`src/rtl/core/dmc_pkg.sv`:
```
// Shared types and constants of the door motor controller.
package dmc_pkg;

    // Fixed field widths
    localparam int unsigned NOW_W     = 32;
    localparam int unsigned CFG_W     = 16;
    localparam int unsigned CFG_IDX_W = 2;

    // Request codes
    localparam logic [1:0] REQ_NONE  = 2'd0;
    localparam logic [1:0] REQ_OPEN  = 2'd1;
    localparam logic [1:0] REQ_CLOSE = 2'd2;

    // Motor relay codes
    localparam logic [1:0] DRIVE_STOP = 2'd0;
    localparam logic [1:0] DRIVE_UP   = 2'd1;
    localparam logic [1:0] DRIVE_DOWN = 2'd2;

    // Configuration register indexes
    localparam logic [CFG_IDX_W-1:0] CFG_VALID_COUNT   = 2'd0;
    localparam logic [CFG_IDX_W-1:0] CFG_CLOSE_TIME    = 2'd1;
    localparam logic [CFG_IDX_W-1:0] CFG_OPEN_TIME_MAX = 2'd2;

    // Configuration reset values
    localparam logic [CFG_W-1:0] RST_VALID_COUNT   = 16'd100;
    localparam logic [CFG_W-1:0] RST_CLOSE_TIME    = 16'd30;
    localparam logic [CFG_W-1:0] RST_OPEN_TIME_MAX = 16'd60;

    // One poll item
    typedef struct packed {
        logic [NOW_W-1:0] now;
        logic             end_switch_low;
        logic             up_button_low;
        logic             down_button_low;
        logic [1:0]       request;
    } t_poll;

    // One result item
    typedef struct packed {
        logic [1:0] motor_drive;
        logic       door_is_up;
        logic       target_is_up;
        logic       motion_ended;
        logic       move_started;
        logic       sleep_request;
    } t_result;

    // Current configuration
    typedef struct packed {
        logic [CFG_W-1:0] valid_count;
        logic [CFG_W-1:0] close_time;
        logic [CFG_W-1:0] open_time_max;
    } t_cfg;

endpackage

```
`src/rtl/core/dmc_step.sv`:
```
// Controller state and the per-poll update: requests, debounce, stop checks, drive.
module dmc_step import dmc_pkg::*; #(
    parameter int unsigned TIME_BITS  = 32,
    parameter int unsigned COUNT_BITS = 16
) (
    input  logic    i_clk,
    input  logic    i_rst_n,
    input  logic    i_fire,
    input  t_poll   i_poll,
    input  t_cfg    i_cfg,
    output t_result o_result
);

    // Controller state
    logic                  r_door_up,    n_door_up;
    logic                  r_target_up,  n_target_up;
    logic [COUNT_BITS-1:0] r_switch_cnt, n_switch_cnt;
    logic [COUNT_BITS-1:0] r_up_cnt,     n_up_cnt;
    logic [COUNT_BITS-1:0] r_dn_cnt,     n_dn_cnt;
    logic [TIME_BITS-1:0]  r_open_start, n_open_start;
    logic [TIME_BITS-1:0]  r_close_start, n_close_start;
    logic [1:0]            r_drive,      n_drive;

    logic [TIME_BITS-1:0] now_t;
    logic [TIME_BITS-1:0] close_age;
    logic [TIME_BITS-1:0] open_age;
    logic                 up_valid;
    logic                 dn_valid;
    logic                 sw_valid;
    logic                 started;
    logic                 ended;
    logic                 sleep;
    logic                 tgt_req;
    logic                 tgt_up_btn;
    logic                 door_sw;
    logic                 door_close;

    assign now_t = TIME_BITS'(i_poll.now);

    // Saturating debounce counters: cleared when inactive
    assign n_up_cnt = !i_poll.up_button_low ? '0 :
                      (&r_up_cnt) ? r_up_cnt : r_up_cnt + COUNT_BITS'(1);
    assign n_dn_cnt = !i_poll.down_button_low ? '0 :
                      (&r_dn_cnt) ? r_dn_cnt : r_dn_cnt + COUNT_BITS'(1);
    assign n_switch_cnt = !i_poll.end_switch_low ? '0 :
                          (&r_switch_cnt) ? r_switch_cnt : r_switch_cnt + COUNT_BITS'(1);

    assign up_valid = CFG_W'(n_up_cnt) > i_cfg.valid_count;
    assign dn_valid = CFG_W'(n_dn_cnt) > i_cfg.valid_count;
    assign sw_valid = CFG_W'(n_switch_cnt) > i_cfg.valid_count;

    // Target chain: request, up button, down button, both-held freeze
    always_comb begin
        n_open_start  = r_open_start;
        n_close_start = r_close_start;
        started       = 1'b0;

        // external request, close before open
        tgt_req = r_target_up;
        if (i_poll.request == REQ_CLOSE) begin
            if (r_target_up) begin
                n_close_start = now_t;
                started       = 1'b1;
            end
            tgt_req = 1'b0;
        end else if (i_poll.request == REQ_OPEN) begin
            if (!r_target_up) begin
                n_open_start = now_t;
                started      = 1'b1;
            end
            tgt_req = 1'b1;
        end

        // up button
        tgt_up_btn = tgt_req;
        if (up_valid) begin
            if (!tgt_req) begin
                n_open_start = now_t;
                started      = 1'b1;
            end
            tgt_up_btn = 1'b1;
        end

        // down button
        n_target_up = tgt_up_btn;
        if (dn_valid) begin
            if (tgt_up_btn) begin
                n_close_start = now_t;
                started       = 1'b1;
            end
            n_target_up = 1'b0;
        end

        // both held: hold position
        sleep = up_valid && dn_valid;
        if (sleep) begin
            n_target_up = r_door_up;
        end
    end

    assign close_age = now_t - n_close_start;
    assign open_age  = now_t - n_open_start;

    // Stop conditions: end switch, close timer, open timeout
    assign door_sw    = r_door_up || (n_target_up && sw_valid);
    assign door_close = (door_sw && !n_target_up && close_age > TIME_BITS'(i_cfg.close_time))
                        ? 1'b0 : door_sw;
    assign n_door_up  = (!door_close && n_target_up
                         && open_age > TIME_BITS'(i_cfg.open_time_max)) ? 1'b1 : door_close;

    // Motor drive
    always_comb begin
        ended = 1'b0;
        if (n_door_up && !n_target_up) begin
            n_drive = DRIVE_DOWN;
        end else if (!n_door_up && n_target_up) begin
            n_drive = DRIVE_UP;
        end else begin
            ended   = (r_drive != DRIVE_STOP);
            n_drive = DRIVE_STOP;
        end
    end

    // State update, once per poll
    always_ff @(posedge i_clk) begin
        if (!i_rst_n) begin
            r_door_up     <= 1'b0;
            r_target_up   <= 1'b1;
            r_switch_cnt  <= '0;
            r_up_cnt      <= '0;
            r_dn_cnt      <= '0;
            r_open_start  <= '0;
            r_close_start <= '0;
            r_drive       <= DRIVE_STOP;
        end else if (i_fire) begin
            r_door_up     <= n_door_up;
            r_target_up   <= n_target_up;
            r_switch_cnt  <= n_switch_cnt;
            r_up_cnt      <= n_up_cnt;
            r_dn_cnt      <= n_dn_cnt;
            r_open_start  <= n_open_start;
            r_close_start <= n_close_start;
            r_drive       <= n_drive;
        end
    end

    assign o_result.motor_drive   = n_drive;
    assign o_result.door_is_up    = n_door_up;
    assign o_result.target_is_up  = n_target_up;
    assign o_result.motion_ended  = ended;
    assign o_result.move_started  = started;
    assign o_result.sleep_request = sleep;

endmodule

```
`config.mk`:
```
export PLATFORM = sky130hd
export DESIGN_NAME = dmc_step
export DESIGN_NICKNAME = d
export VERILOG_FILES = /design/src/rtl/core/dmc_pkg.sv /design/src/rtl/core/dmc_step.sv
export SDC_FILE = /design/constraint.sdc
export NUM_CORES = 1
export LEC_CHECK = 0
export BUFFER_PORTS_ARGS = -buffer_cell sky130_fd_sc_hd__buf_2
export CAP_MARGIN = 0
export CORE_UTILIZATION = 58
export CTS_CLUSTER_DIAMETER = 100
export DETAILED_ROUTE_END_ITERATION = 8
export PLACE_DENSITY = 0.83
export SYNTH_ARGS = -nofsm -noshare
export SYNTH_HDL_FRONTEND = slang
export SYNTH_SLANG_ARGS = --single-unit
```
`constraint.sdc`:
```
create_clock -name i_clk -period 14.5 [get_ports i_clk]
set_clock_uncertainty 0.2 [all_clocks]
set_input_delay 2.9 -clock i_clk [delete_from_list [all_inputs] [get_ports i_clk]]
set_output_delay 2.9 -clock i_clk [all_outputs]
set_load 0.1 [all_outputs]
```
==> results of run 1 <==
-- sequential cells by signal, indices dropped and copies added, names as in the netlist --
signal         count
r_close_start     32
r_dn_cnt          16
r_door_up          1
r_drive            2
r_open_start      32
r_switch_cnt      16
r_target_up        1
r_up_cnt          16
-- critical path: cells and delay by family --
kind | cells | cell delay [ps]
buf+inv | 5 | 820
compound gates | 14 | 3080
xor+xnor | 1 | 90
fa+ha+maj | 4 | 1140
simple gates | 12 | 2660
mux | 1 | 290
-- final timing paths --
path | to | startpoint | slack [ps]
setup / recovery | o_result[5] | i_poll[3] | 420
hold / removal | r_open_start[25] | r_open_start[25] | 280
setup reg to reg | r_door_up | r_up_cnt[3] | 4690
hold reg to reg | r_open_start[25] | r_open_start[25] | 280
-- area by class of cell --
| type | count | area, µm² | share of cell area |
|---|---|---|---|
| flip-flops and latches | 116 | 2320 | 0.164 |
| repair buffers | 106 | 587 | 0.0415 |
| well taps | 275 | 344 | 0.0243 |
| clock inverters | 12 | 178 | 0.0126 |
| inverters | 85 | 323 | 0.0228 |
| multi-input cells | 1358 | 9930 | 0.702 |
| clock buffers | 20 | 467 | 0.0330 |
-- synthesized netlist by cell type (47+ instances only) --
master,number,share of area
dfxtp_1,116,0.18
ha_1,142,0.14
nor2_1,96,0.028
nor2b_1,66,0.032
mux2i_1,109,0.085
o21ai_0,53,0.021
inv_1,84,0.025
a21o_1,48,0.028
clkbuf_1,58,0.017
o211a_1,62,0.049
nand3_1,47,0.018
a21oi_1,100,0.039
nand2_1,168,0.049
-- layout by cell type, fill, tap and decap left out, types with 6 or more instances in the layout --
| cell | Yosys | final |
|---|---|---|
| buf_2 | 3 | 90 |
| o31ai_1 | 7 | 6 |
| nor4_1 | 12 | 10 |
| inv_1 | 84 | 83 |
| o21a_1 | 11 | 11 |
| a31oi_1 | 19 | 19 |
| a21oi_1 | 100 | 100 |
| nand3_1 | 47 | 47 |
| clkbuf_16 | 0 | 17 |
| ha_1 | 142 | 142 |
| nor2b_1 | 66 | 66 |
| buf_4 | 5 | 13 |
| xnor2_1 | 41 | 41 |
| nor3_1 | 28 | 26 |
| o21ai_0 | 53 | 53 |
| nand2b_1 | 15 | 15 |
| a211oi_1 | 8 | 8 |
| nor3b_1 | 7 | 7 |
| or3_1 | 15 | 15 |
| a21boi_0 | 22 | 22 |
| a21o_1 | 48 | 48 |
| xor2_1 | 25 | 25 |
| and2_1 | 30 | 30 |
| o211a_1 | 62 | 62 |
| o211ai_1 | 13 | 13 |
| o21bai_1 | 16 | 15 |
| a311oi_1 | 6 | 6 |
| and4_1 | 7 | 7 |
| o21ai_1 | 8 | 8 |
| mux2i_1 | 109 | 109 |
| nor2_1 | 96 | 96 |
| and3_1 | 19 | 19 |
| o2111ai_1 | 7 | 6 |
| nand4_1 | 41 | 41 |
| dfxtp_1 | 116 | 116 |
| or2_2 | 10 | 10 |
| nand2_1 | 168 | 168 |
| nand3b_1 | 8 | 8 |
-- metal layers --
metal  vias up  routed length (µm)  GRT usage
met5         -                   0          0
met2       497               16100      0.501
met4         0                1100      0.121
met1      5927               16000      0.418
li1       6136                   -          -
met3        83                2420     0.0488
-- kinds of logic (layout without fill, tap and decap cells) --
kind of cell	count (synthesis)	count (layout)	synth area share
flops	116	116	0.181
fa+ha+maj	148	148	0.145
mux	113	113	0.0888
simple gates	594	594	0.240
xor+xnor	66	66	0.0452
buf+inv	164	223	0.0505
compound gates	437	437	0.249
-- what timing repair did --
action,CTS,global route
endpoints found under the hold margin,0,0
endpoints found under the setup margin,0,4
resized for setup,0,17
setup buffers,0,3
-- power by group --
group	total, mW	internal, mW	switching (mW)
sequential	0.340	0.331	0.00816
clock	0.469	0.301	0.168
combinational	0.454	0.181	0.273
-- stage by stage --
step,utilization,setup slack (ps)
floorplan,-,419
global placement,0.628,456
detailed placement,0.628,159
CTS,0.658,143
global route,0.663,-19.4
finish,0.663,416
==> reports/metrics.csv, run 1 <==
metric,value,unit
start_util,0.599,
end_kind,primary output,
crit_arrival,10980,ps
fillers,1808,
p_leak,6.72,nW
crit_type,in -> out,
drive_above_1_share,0.112,
slew_violations,0,
grt_pass1_wl,56.3,mm
cts_tree,built,
cp.required,11400,ps
hpwlAfterDp,26.6,mm
place_inst,1937,
synth_seq_cells,116,
synth_edf_count,0,
num_rows,53,
area.growth.synth_to_final,10.6,%
syn_nets,1870,
port_buffers,94,
fmax,71.0,MHz
wirelength,35.6,mm
final_area,0.0142,mm²
hold_violations,0,
groute.usage.overall,0.312,
dieArea,0.0227,mm²
netlist_instances,1638,
overflow,0,
yosysUniqueCellTypes,86,
core_area,0.0214,mm²
antenna_cells,0,
async_reset_ff_frac,0,
ir_drop,0.0000754,V
fin_nets,1916,
max_cap_violations,0,
hp-class,reg -> reg,
cts-root-buf,clkbuf_16,
ctsHoldBuffers,0,
pin_count,95,
setup_tns,0,ps
post-route-min-period,14080,ps
yosysWarningCount,0,
grt_max_degree,89,
min_path_cells,1,
vias,12600,
die_h,151,µm
startpoint_type,input pin,
ys_seq_area_frac,0.181,
clock-sinks,116,
first_pass_iters,5,
whs,277,ps
reg2regPathDepth,42,
status,finished clean,
cp_slowest_cell,or4b_1,
p_total,1.26,mW
syn_area,0.0128,mm²
fin_crit_sh,0.971,
stdcell_count,1972,
grt_pass1_vias,11300,
worstSkewPairLatency,440,ps
cts_buffers,17,
antenna_found_initial,0,
worstPathMaxFanout,11,
clkTransAtPathRegs,60,ps
clk_path_buf_depth,2,
synthFlopType,dfxtp_1,
avgRoutedWirePerCell,18.0,µm
globalplace.congestion,0.977,
syn-mean-instance-area,7.81,µm²
die_w,151,µm
cts_max_level,4,
drt_iter0_drc,936,
setup_viol,0,
vias_per_cell,6.41,
power_density,89.2,mW/mm²
worst_path_largest_cell_delay,530,ps
route.antenna.remaining_nets,0,
placed_cell_area,0.0134,mm²
tightest_slew,997,ps
relSlewSlack,0.318,
drc_errors,0,
Note: power is estimated with default switching activity, not from simulation.
==> inputs of run 2 (changes only) <==
--- a/config.mk
+++ b/config.mk
@@ -11,6 +11,7 @@
 export CTS_CLUSTER_DIAMETER = 100
 export DETAILED_ROUTE_END_ITERATION = 8
 export PLACE_DENSITY = 0.83
+export REMOVE_ABC_BUFFERS = 1
 export SYNTH_ARGS = -nofsm -noshare
 export SYNTH_HDL_FRONTEND = slang
 export SYNTH_SLANG_ARGS = --single-unit
==> run 2 against run 1 <==
Sequential cell count did not move. Critical path depth fell by 5. Setup slack improved by 26 ps. Core utilization fell by 0.41 points. Sequential share of layout area rose by 0.10 points. First-iteration DRC count rose by 9.3%. Worst hold slack got worse by 1.5 ps. Maximum frequency rose by 0.18%. Clock power fell by 4%. Non-clock buffer count fell by 4. Die area did not move.
==> reports/metrics.csv, run 2 (synthesized netlist as in run 1, its figures left out) <==
metric,value,unit,change
status,finished clean,,unchanged
dieArea,0.0227,mm²,unchanged
start_util,0.599,,unchanged
crit_top_cell,nor2_1,,
groute.usage.overall,0.315,,was 0.312
globalplace.congestion,0.952,,was 0.977
crit_type,in -> out,,unchanged
worstSkewPairLatency,430,ps,was 440 ps
layout_common_cells,"168 x nand2_1, 142 x ha_1, 116 x dfxtp_1, 109 x mux2i_1, 100 x a21oi_1",,unchanged
layout_setup_ws,442,ps,was 416 ps
area.growth.synth_to_final,9.94,%,was 10.6%
crit_arrival,10960,ps,was 10980 ps
die_h,151,µm,unchanged
cts_buffers,17,,unchanged
worstPathMaxFanout,17,,was 11
end_kind,primary output,,unchanged
pin_count,95,,unchanged
hold_violations,0,,unchanged
wirelength,35.0,mm,was 35.6 mm
clkTransAtPathRegs,60,ps,about the same
antenna_cells,0,,unchanged
p_leak,6.69,nW,was 6.72 nW
fin_crit_sh,0.970,,was 0.971
clock-sinks,116,,unchanged
cts_tree,built,,unchanged
setup_tns,0,ps,unchanged
grt_pass1_wl,57.1,mm,was 56.3 mm
p_total,1.24,mW,was 1.26 mW
cts-root-buf,clkbuf_16,,unchanged
fmax,71.1,MHz,was 71.0 MHz
power_density,88.5,mW/mm²,was 89.2 mW/mm²
max_cap_violations,0,,unchanged
clk_path_buf_depth,2,,unchanged
dp_worst_setup_slack,323,ps,was 159 ps
grt_pass1_vias,11700,,was 11300
route.antenna.remaining_nets,0,,unchanged
vias,12400,,was 12600
core_area,0.0214,mm²,unchanged
cp_slowest_cell,fa_1,,was or4b_1
top_regs,"r_close_start (32), r_open_start (32)",,unchanged
relSlewSlack,0.235,,was 0.318
overflow,0,,unchanged
grt_max_degree,119,,was 89
drt_iter0_drc,1023,,was 936
hp-class,reg -> reg,,unchanged
drc_errors,0,,unchanged
vias_per_cell,6.33,,was 6.41
port_buffers,94,,unchanged
final_common_cell,nand2_1,,unchanged
drive_above_1_share,0.108,,was 0.112
tightest_slew,1140,ps,was 997 ps
fin_nets,1913,,was 1916
cts_max_level,4,,unchanged
num_rows,53,,unchanged
ir_drop,0.0000553,V,was 0.0000754 V
slew_violations,0,,unchanged
rsz0062_at_grt,no,,
antenna_found_initial,0,,unchanged
startpoint_type,input pin,,unchanged
hpwlAfterDp,26.5,mm,was 26.6 mm
setup_viol,0,,unchanged
die_w,151,µm,unchanged
finish.utilization,0.659,,was 0.663
avgRoutedWirePerCell,17.8,µm,was 18.0 µm
post-route-min-period,14060,ps,was 14080 ps
worst_path_largest_cell_delay,440,ps,was 530 ps
cp.required,11400,ps,about the same
first_pass_iters,6,,was 5
[run 2: changes by cell type in the layout (fill, tap and decap cells not counted), moves of 2 or more]
cell       change
a2111oi_1      +2
clkbuf_8       -3
a2111oi_2      -2
buf_4          -4
[run 2: critical path, delay by kind of cell]
kind | cells | cell delay, ps
muxes | 1 | 310
and+or+nand+nor | 11 | 1770
buffers and inverters | 3 | 660
adders and majority gates | 3 | 1010
AOI/OAI and AO/OA | 13 | 4080
xor gates and xnor gates | 1 | 190
[run 2: worst paths after layout]
| check | start | end | slack (ps) | depth (start not counted) |
|---|---|---|---|---|
| worst min register to register | r_open_start[17] | r_open_start[17] | 280 | 1 |
| worst max-delay path | i_poll[2] | o_result[2] | 440 | 32 |
| worst max register to register | r_up_cnt[3] | r_drive[1] | 4770 | 38 |
| worst min-delay path | r_open_start[17] | r_open_start[17] | 280 | 1 |
[run 2: final cells by class]
cell class | count | area, µm²
Clock buffer | 18 | 429
Clock inverter | 13 | 184
Fill cell | 1828 | 7290
Inverter | 85 | 323
Multi-Input combinational cell | 1358 | 9900
Sequential cell | 116 | 2320
Tap cell | 275 | 344
Timing Repair Buffer | 102 | 557
Timing Repair inverter | 1 | 5.00
[run 2: repair_timing]
action | in CTS | in global routing
resized for setup | 0 | 14
setup endpoints to repair | 0 | 4
buffers inserted | 0 | 2
hold buffers | 0 | 0
hold endpoints to repair | 0 | 0
[run 2: through the flow]
stage               hold WS, ps  instances  area [µm²]
finish                      276       1968       14100
global route                289       1968       14100
global placement            259       1934       13400
detailed placement          266       1934       13400
CTS                         280       1965       14000
floorplan                   253       1559       12500
[run 2: per-layer routing]
| metal | vias up | global-route usage | wire length (µm) |
|---|---|---|---|
| li1 | 6132 | - | - |
| met1 | 5827 | 0.399 | 15400 |
| met2 | 422 | 0.538 | 16700 |
| met3 | 68 | 0.0536 | 2120 |
| met4 | 0 | 0.103 | 879 |
| met5 | - | 0 | 0 |
[run 2: power by group]
| group | leakage [nW] | internal [mW] | total (mW) | switching (mW) |
|---|---|---|---|---|
| logic | 5.45 | 0.181 | 0.454 | 0.273 |
| registers | 0.948 | 0.331 | 0.340 | 0.00816 |
| clock network | 0.292 | 0.286 | 0.452 | 0.165 |
==> inputs of run 3 (changes only) <==
--- a/config.mk
+++ b/config.mk
@@ -5,13 +5,15 @@
 export SDC_FILE = /design/constraint.sdc
 export NUM_CORES = 1
 export LEC_CHECK = 0
+export ABC_AREA = 1
 export BUFFER_PORTS_ARGS = -buffer_cell sky130_fd_sc_hd__buf_2
 export CAP_MARGIN = 0
 export CORE_UTILIZATION = 58
 export CTS_CLUSTER_DIAMETER = 100
 export DETAILED_ROUTE_END_ITERATION = 8
-export PLACE_DENSITY = 0.83
+export PLACE_DENSITY = 0.84
 export REMOVE_ABC_BUFFERS = 1
+export SETUP_SLACK_MARGIN = 0.2
 export SYNTH_ARGS = -nofsm -noshare
 export SYNTH_HDL_FRONTEND = slang
 export SYNTH_SLANG_ARGS = --single-unit
==> run 3 against run 2 <==
Worst hold slack improved by 8.4 ps. Final area decreased by 7.1%. Register-to-register slack improved by 790 ps. Critical path depth increased by 13. Synthesized cell count rose by 14%. Area after synthesis shrank 7.2%. Die area decreased by 7.1%. Routed wire length is 9.6% lower. Maximum frequency is 9.8% higher. First-iteration DRC count fell by 11%. Global-route usage fell by 1.1 points. Sequential cell count unchanged. Highest routed layer unchanged.
==> reports/metrics.csv, run 3 <==
metric,value,unit,change
clock-sinks,116,,unchanged
vias_per_cell,5.58,,was 6.33
worst_path_largest_cell_delay,410,ps,was 440 ps
hp-class,reg -> reg,,unchanged
dp_worst_setup_slack,1830,ps,was 323 ps
die_h,145,µm,was 151 µm
reg2regPathDepth,50,,was 38
cp_slowest_cell,fa_1,,unchanged
overflow,0,,unchanged
end_kind,primary output,,unchanged
core_area,0.0198,mm²,was 0.0214 mm²
cts-root-buf,clkbuf_16,,unchanged
synth_fa_ha_area_frac,0.153,,was 0.145
layout_setup_ws,1700,ps,was 442 ps
grt_pass1_wl,53.5,mm,was 57.1 mm
num_rows,51,,was 53
ys_seq_area_frac,0.196,,was 0.181
area.growth.synth_to_final,10.1,%,was 9.94%
crit-reg2reg-launch,r_dn_cnt[0],,was r_up_cnt[3]
drive_above_1_share,0.0996,,was 0.108
port_buffers,94,,unchanged
synth-xor-area-share,0.0406,,was 0.0452
dieArea,0.0210,mm²,was 0.0227 mm²
avgRoutedWirePerCell,14.4,µm,was 17.8 µm
stdcell_count,2203,,was 1968
synth_edf_count,0,,unchanged
status,finished clean,,unchanged
yosysTopAreaCellShare,0.196,,was 0.181
cts.repair.resized,0,,unchanged
die_w,145,µm,was 151 µm
vias,12300,,was 12400
yosysWarningCount,0,,unchanged
critPathTopFamily,simple AND/OR/NAND/NOR gates,,was compound AO/OA/AOI/OAI gates
worstSkewPairLatency,430,ps,about the same
worstReg2RegEnd,r_door_up,,was r_drive[1]
groute.usage.overall,0.304,,was 0.315
drc_errors,0,,unchanged
hold_end,r_open_start[2],,was r_open_start[17]
crit_buf_inv,6,,was 3
cts_max_level,4,,unchanged
synth_top_family_by_area,simple AND/OR/NAND/NOR gates,,was compound AO/OA/AOI/OAI gates
worstPathMaxFanout,57,,was 17
ys_top_cells_by_area,"dfxtp_1 20%, ha_1 15%, inv_1 11%, nand2_1 9.8%, a21oi_1 9.4%",,"was dfxtp_1 18%, ha_1 14%, mux2i_1 8.5%, nand2_1 4.9%, o211a_1 4.9%"
syn_area,0.0119,mm²,was 0.0128 mm²
start_util,0.600,,was 0.599
setup_tns,0,ps,unchanged
ir_drop,0.0000624,V,was 0.0000553 V
rsz0062_at_grt,no,,unchanged
cts_tree,built,,unchanged
max_cap_violations,0,,unchanged
synthSimpleGateAreaFrac,0.233,,was 0.240
grt_pass1_vias,11600,,was 11700
globalplace.congestion,0.932,,was 0.952
fin_crit_sh,0.883,,was 0.970
min_from,r_open_start[2],,was r_open_start[17]
crit_type,in -> out,,unchanged
crit_arrival,9700,ps,was 10960 ps
post-route-min-period,12800,ps,was 14060 ps
clk_path_buf_depth,2,,unchanged
slew_violations,0,,unchanged
final_common_cell,inv_1,,was nand2_1
fmax,78.1,MHz,was 71.1 MHz
power_density,95.7,mW/mm²,was 88.5 mW/mm²
setup_viol,0,,unchanged
cp.required,11400,ps,about the same
p_leak,6.71,nW,was 6.69 nW
cts_buffers,17,,unchanged
place_inst,2171,,was 1934
finish.utilization,0.660,,was 0.659
clkTransAtPathRegs,60,ps,about the same
synth_common_cells,"343 x inv_1, 310 x nand2_1, 222 x a21oi_1, 203 x o21ai_0, 142 x ha_1",,"was 168 x nand2_1, 142 x ha_1, 116 x dfxtp_1, 109 x mux2i_1, 100 x a21oi_1"
drt_iter0_drc,908,,was 1023
startpoint_type,input pin,,unchanged
crit_top_cell,nand2_1,,was nor2_1
min_path_cells,2,,was 1
syn-mean-instance-area,6.37,µm²,was 7.81 µm²
async_reset_ff_frac,0,,unchanged
synth_compound_area_frac,0.230,,was 0.249
muxShareOfSynthArea,0.0160,,was 0.0888
yosysUniqueCellTypes,53,,was 86
synthFlopType,dfxtp_1,,unchanged
fin_nets,2157,,was 1913
r2r_slack,5560,ps,was 4770 ps
path_depth,45,,was 32
antenna_cells,0,,unchanged
ctsHoldBuffers,0,,unchanged
first_pass_iters,6,,unchanged
hpwlAfterDp,24.5,mm,was 26.5 mm
relSlewSlack,0.436,,was 0.235
synth_seq_cells,116,,unchanged
antenna_found_initial,0,,unchanged
fillers,1813,,was 1828
post_cts_buffers,0,,unchanged
wirelength,31.7,mm,was 35.0 mm
tightest_slew,846,ps,was 1140 ps
hold_violations,0,,unchanged
netlist_instances,1863,,was 1638
layout_common_cells,"342 x inv_1, 310 x nand2_1, 222 x a21oi_1, 203 x o21ai_0, 142 x ha_1",,"was 168 x nand2_1, 142 x ha_1, 116 x dfxtp_1, 109 x mux2i_1, 100 x a21oi_1"
pin_count,95,,unchanged
whs,284,ps,was 276 ps
synth_most_common_cell,inv_1,,was nand2_1
synth_top_area_cell,dfxtp_1,,unchanged
route.antenna.remaining_nets,0,,unchanged
grt_max_degree,86,,was 119
top_regs,"r_close_start (32), r_open_start (32)",,unchanged
## run 3: changes by cell type after synthesis, moves of 28 or more
cell     before  now
a21o_1       48   10
a21oi_1     100  222
and2_1       30    0
inv_1        84  343
mux2i_1     109   19
nand2_1     168  310
nor2_1       96  124
nor2b_1      66    0
o211a_1      62    0
o21ai_0      53  203
## run 3: final cells by class
type,count,area [µm²],share of cell area
clock inverters,12,130,0.00996
well taps,265,332,0.0254
multi-input cells,1341,7980,0.611
repair buffers,100,518,0.0397
flip-flops and latches,116,2320,0.178
clock buffers,20,467,0.0357
inverters,349,1310,0.100
## run 3: metal layers
layer | up-vias | wire length (µm) | GRT usage
met5 | - | 0 | 0
met2 | 401 | 15200 | 0.527
met4 | 0 | 868 | 0.115
met3 | 81 | 1780 | 0.0437
met1 | 5538 | 13900 | 0.380
li1 | 6275 | - | -
## run 3: worst max path at each step
stage / start / end / slack [ps]
after floorplan: i_poll[3] / o_result[2] / 1590
after global placement: i_poll[2] / o_result[6] / 2130
after detailed placement: i_poll[3] / o_result[6] / 1830
after CTS: i_poll[3] / o_result[6] / 1770
after global routing: i_poll[3] / o_result[6] / 1110
final: i_poll[3] / o_result[6] / 1700
## run 3: cell families (layout without fill, tap and decap cells)
| family | Yosys count | count (layout) |
|---|---|---|
| XOR/XNOR | 55 | 55 |
| buffers and inverters | 406 | 481 |
| multiplexers | 19 | 19 |
| AO/OA/AOI/OAI | 504 | 504 |
| flip-flops | 116 | 116 |
| AND/OR/NAND/NOR | 619 | 619 |
| adder cells (fa/ha/maj) | 144 | 144 |
## run 3: through the flow
| stage | instance area (µm²) | total power, mW |
|---|---|---|
| final | 13100 | 1.25 |
| after floorplan | 11600 | 0.705 |
| after CTS | 13100 | 1.25 |
| after global placement | 12500 | 0.807 |
| after detailed placement | 12500 | 0.822 |
| after global routing | 13100 | 1.34 |
## run 3: worst min-delay path: cells and delay by family (launching register included)
kind | cells | cell delay [ps]
flip-flops | 1 | 320
AO/OA/AOI/OAI | 1 | 80
buffers and inverters | 1 | 50
## run 3: where the power goes
group	total [mW]	internal (mW)	switching, mW
combinational	0.472	0.173	0.299
clock	0.425	0.265	0.160
sequential	0.353	0.340	0.0129
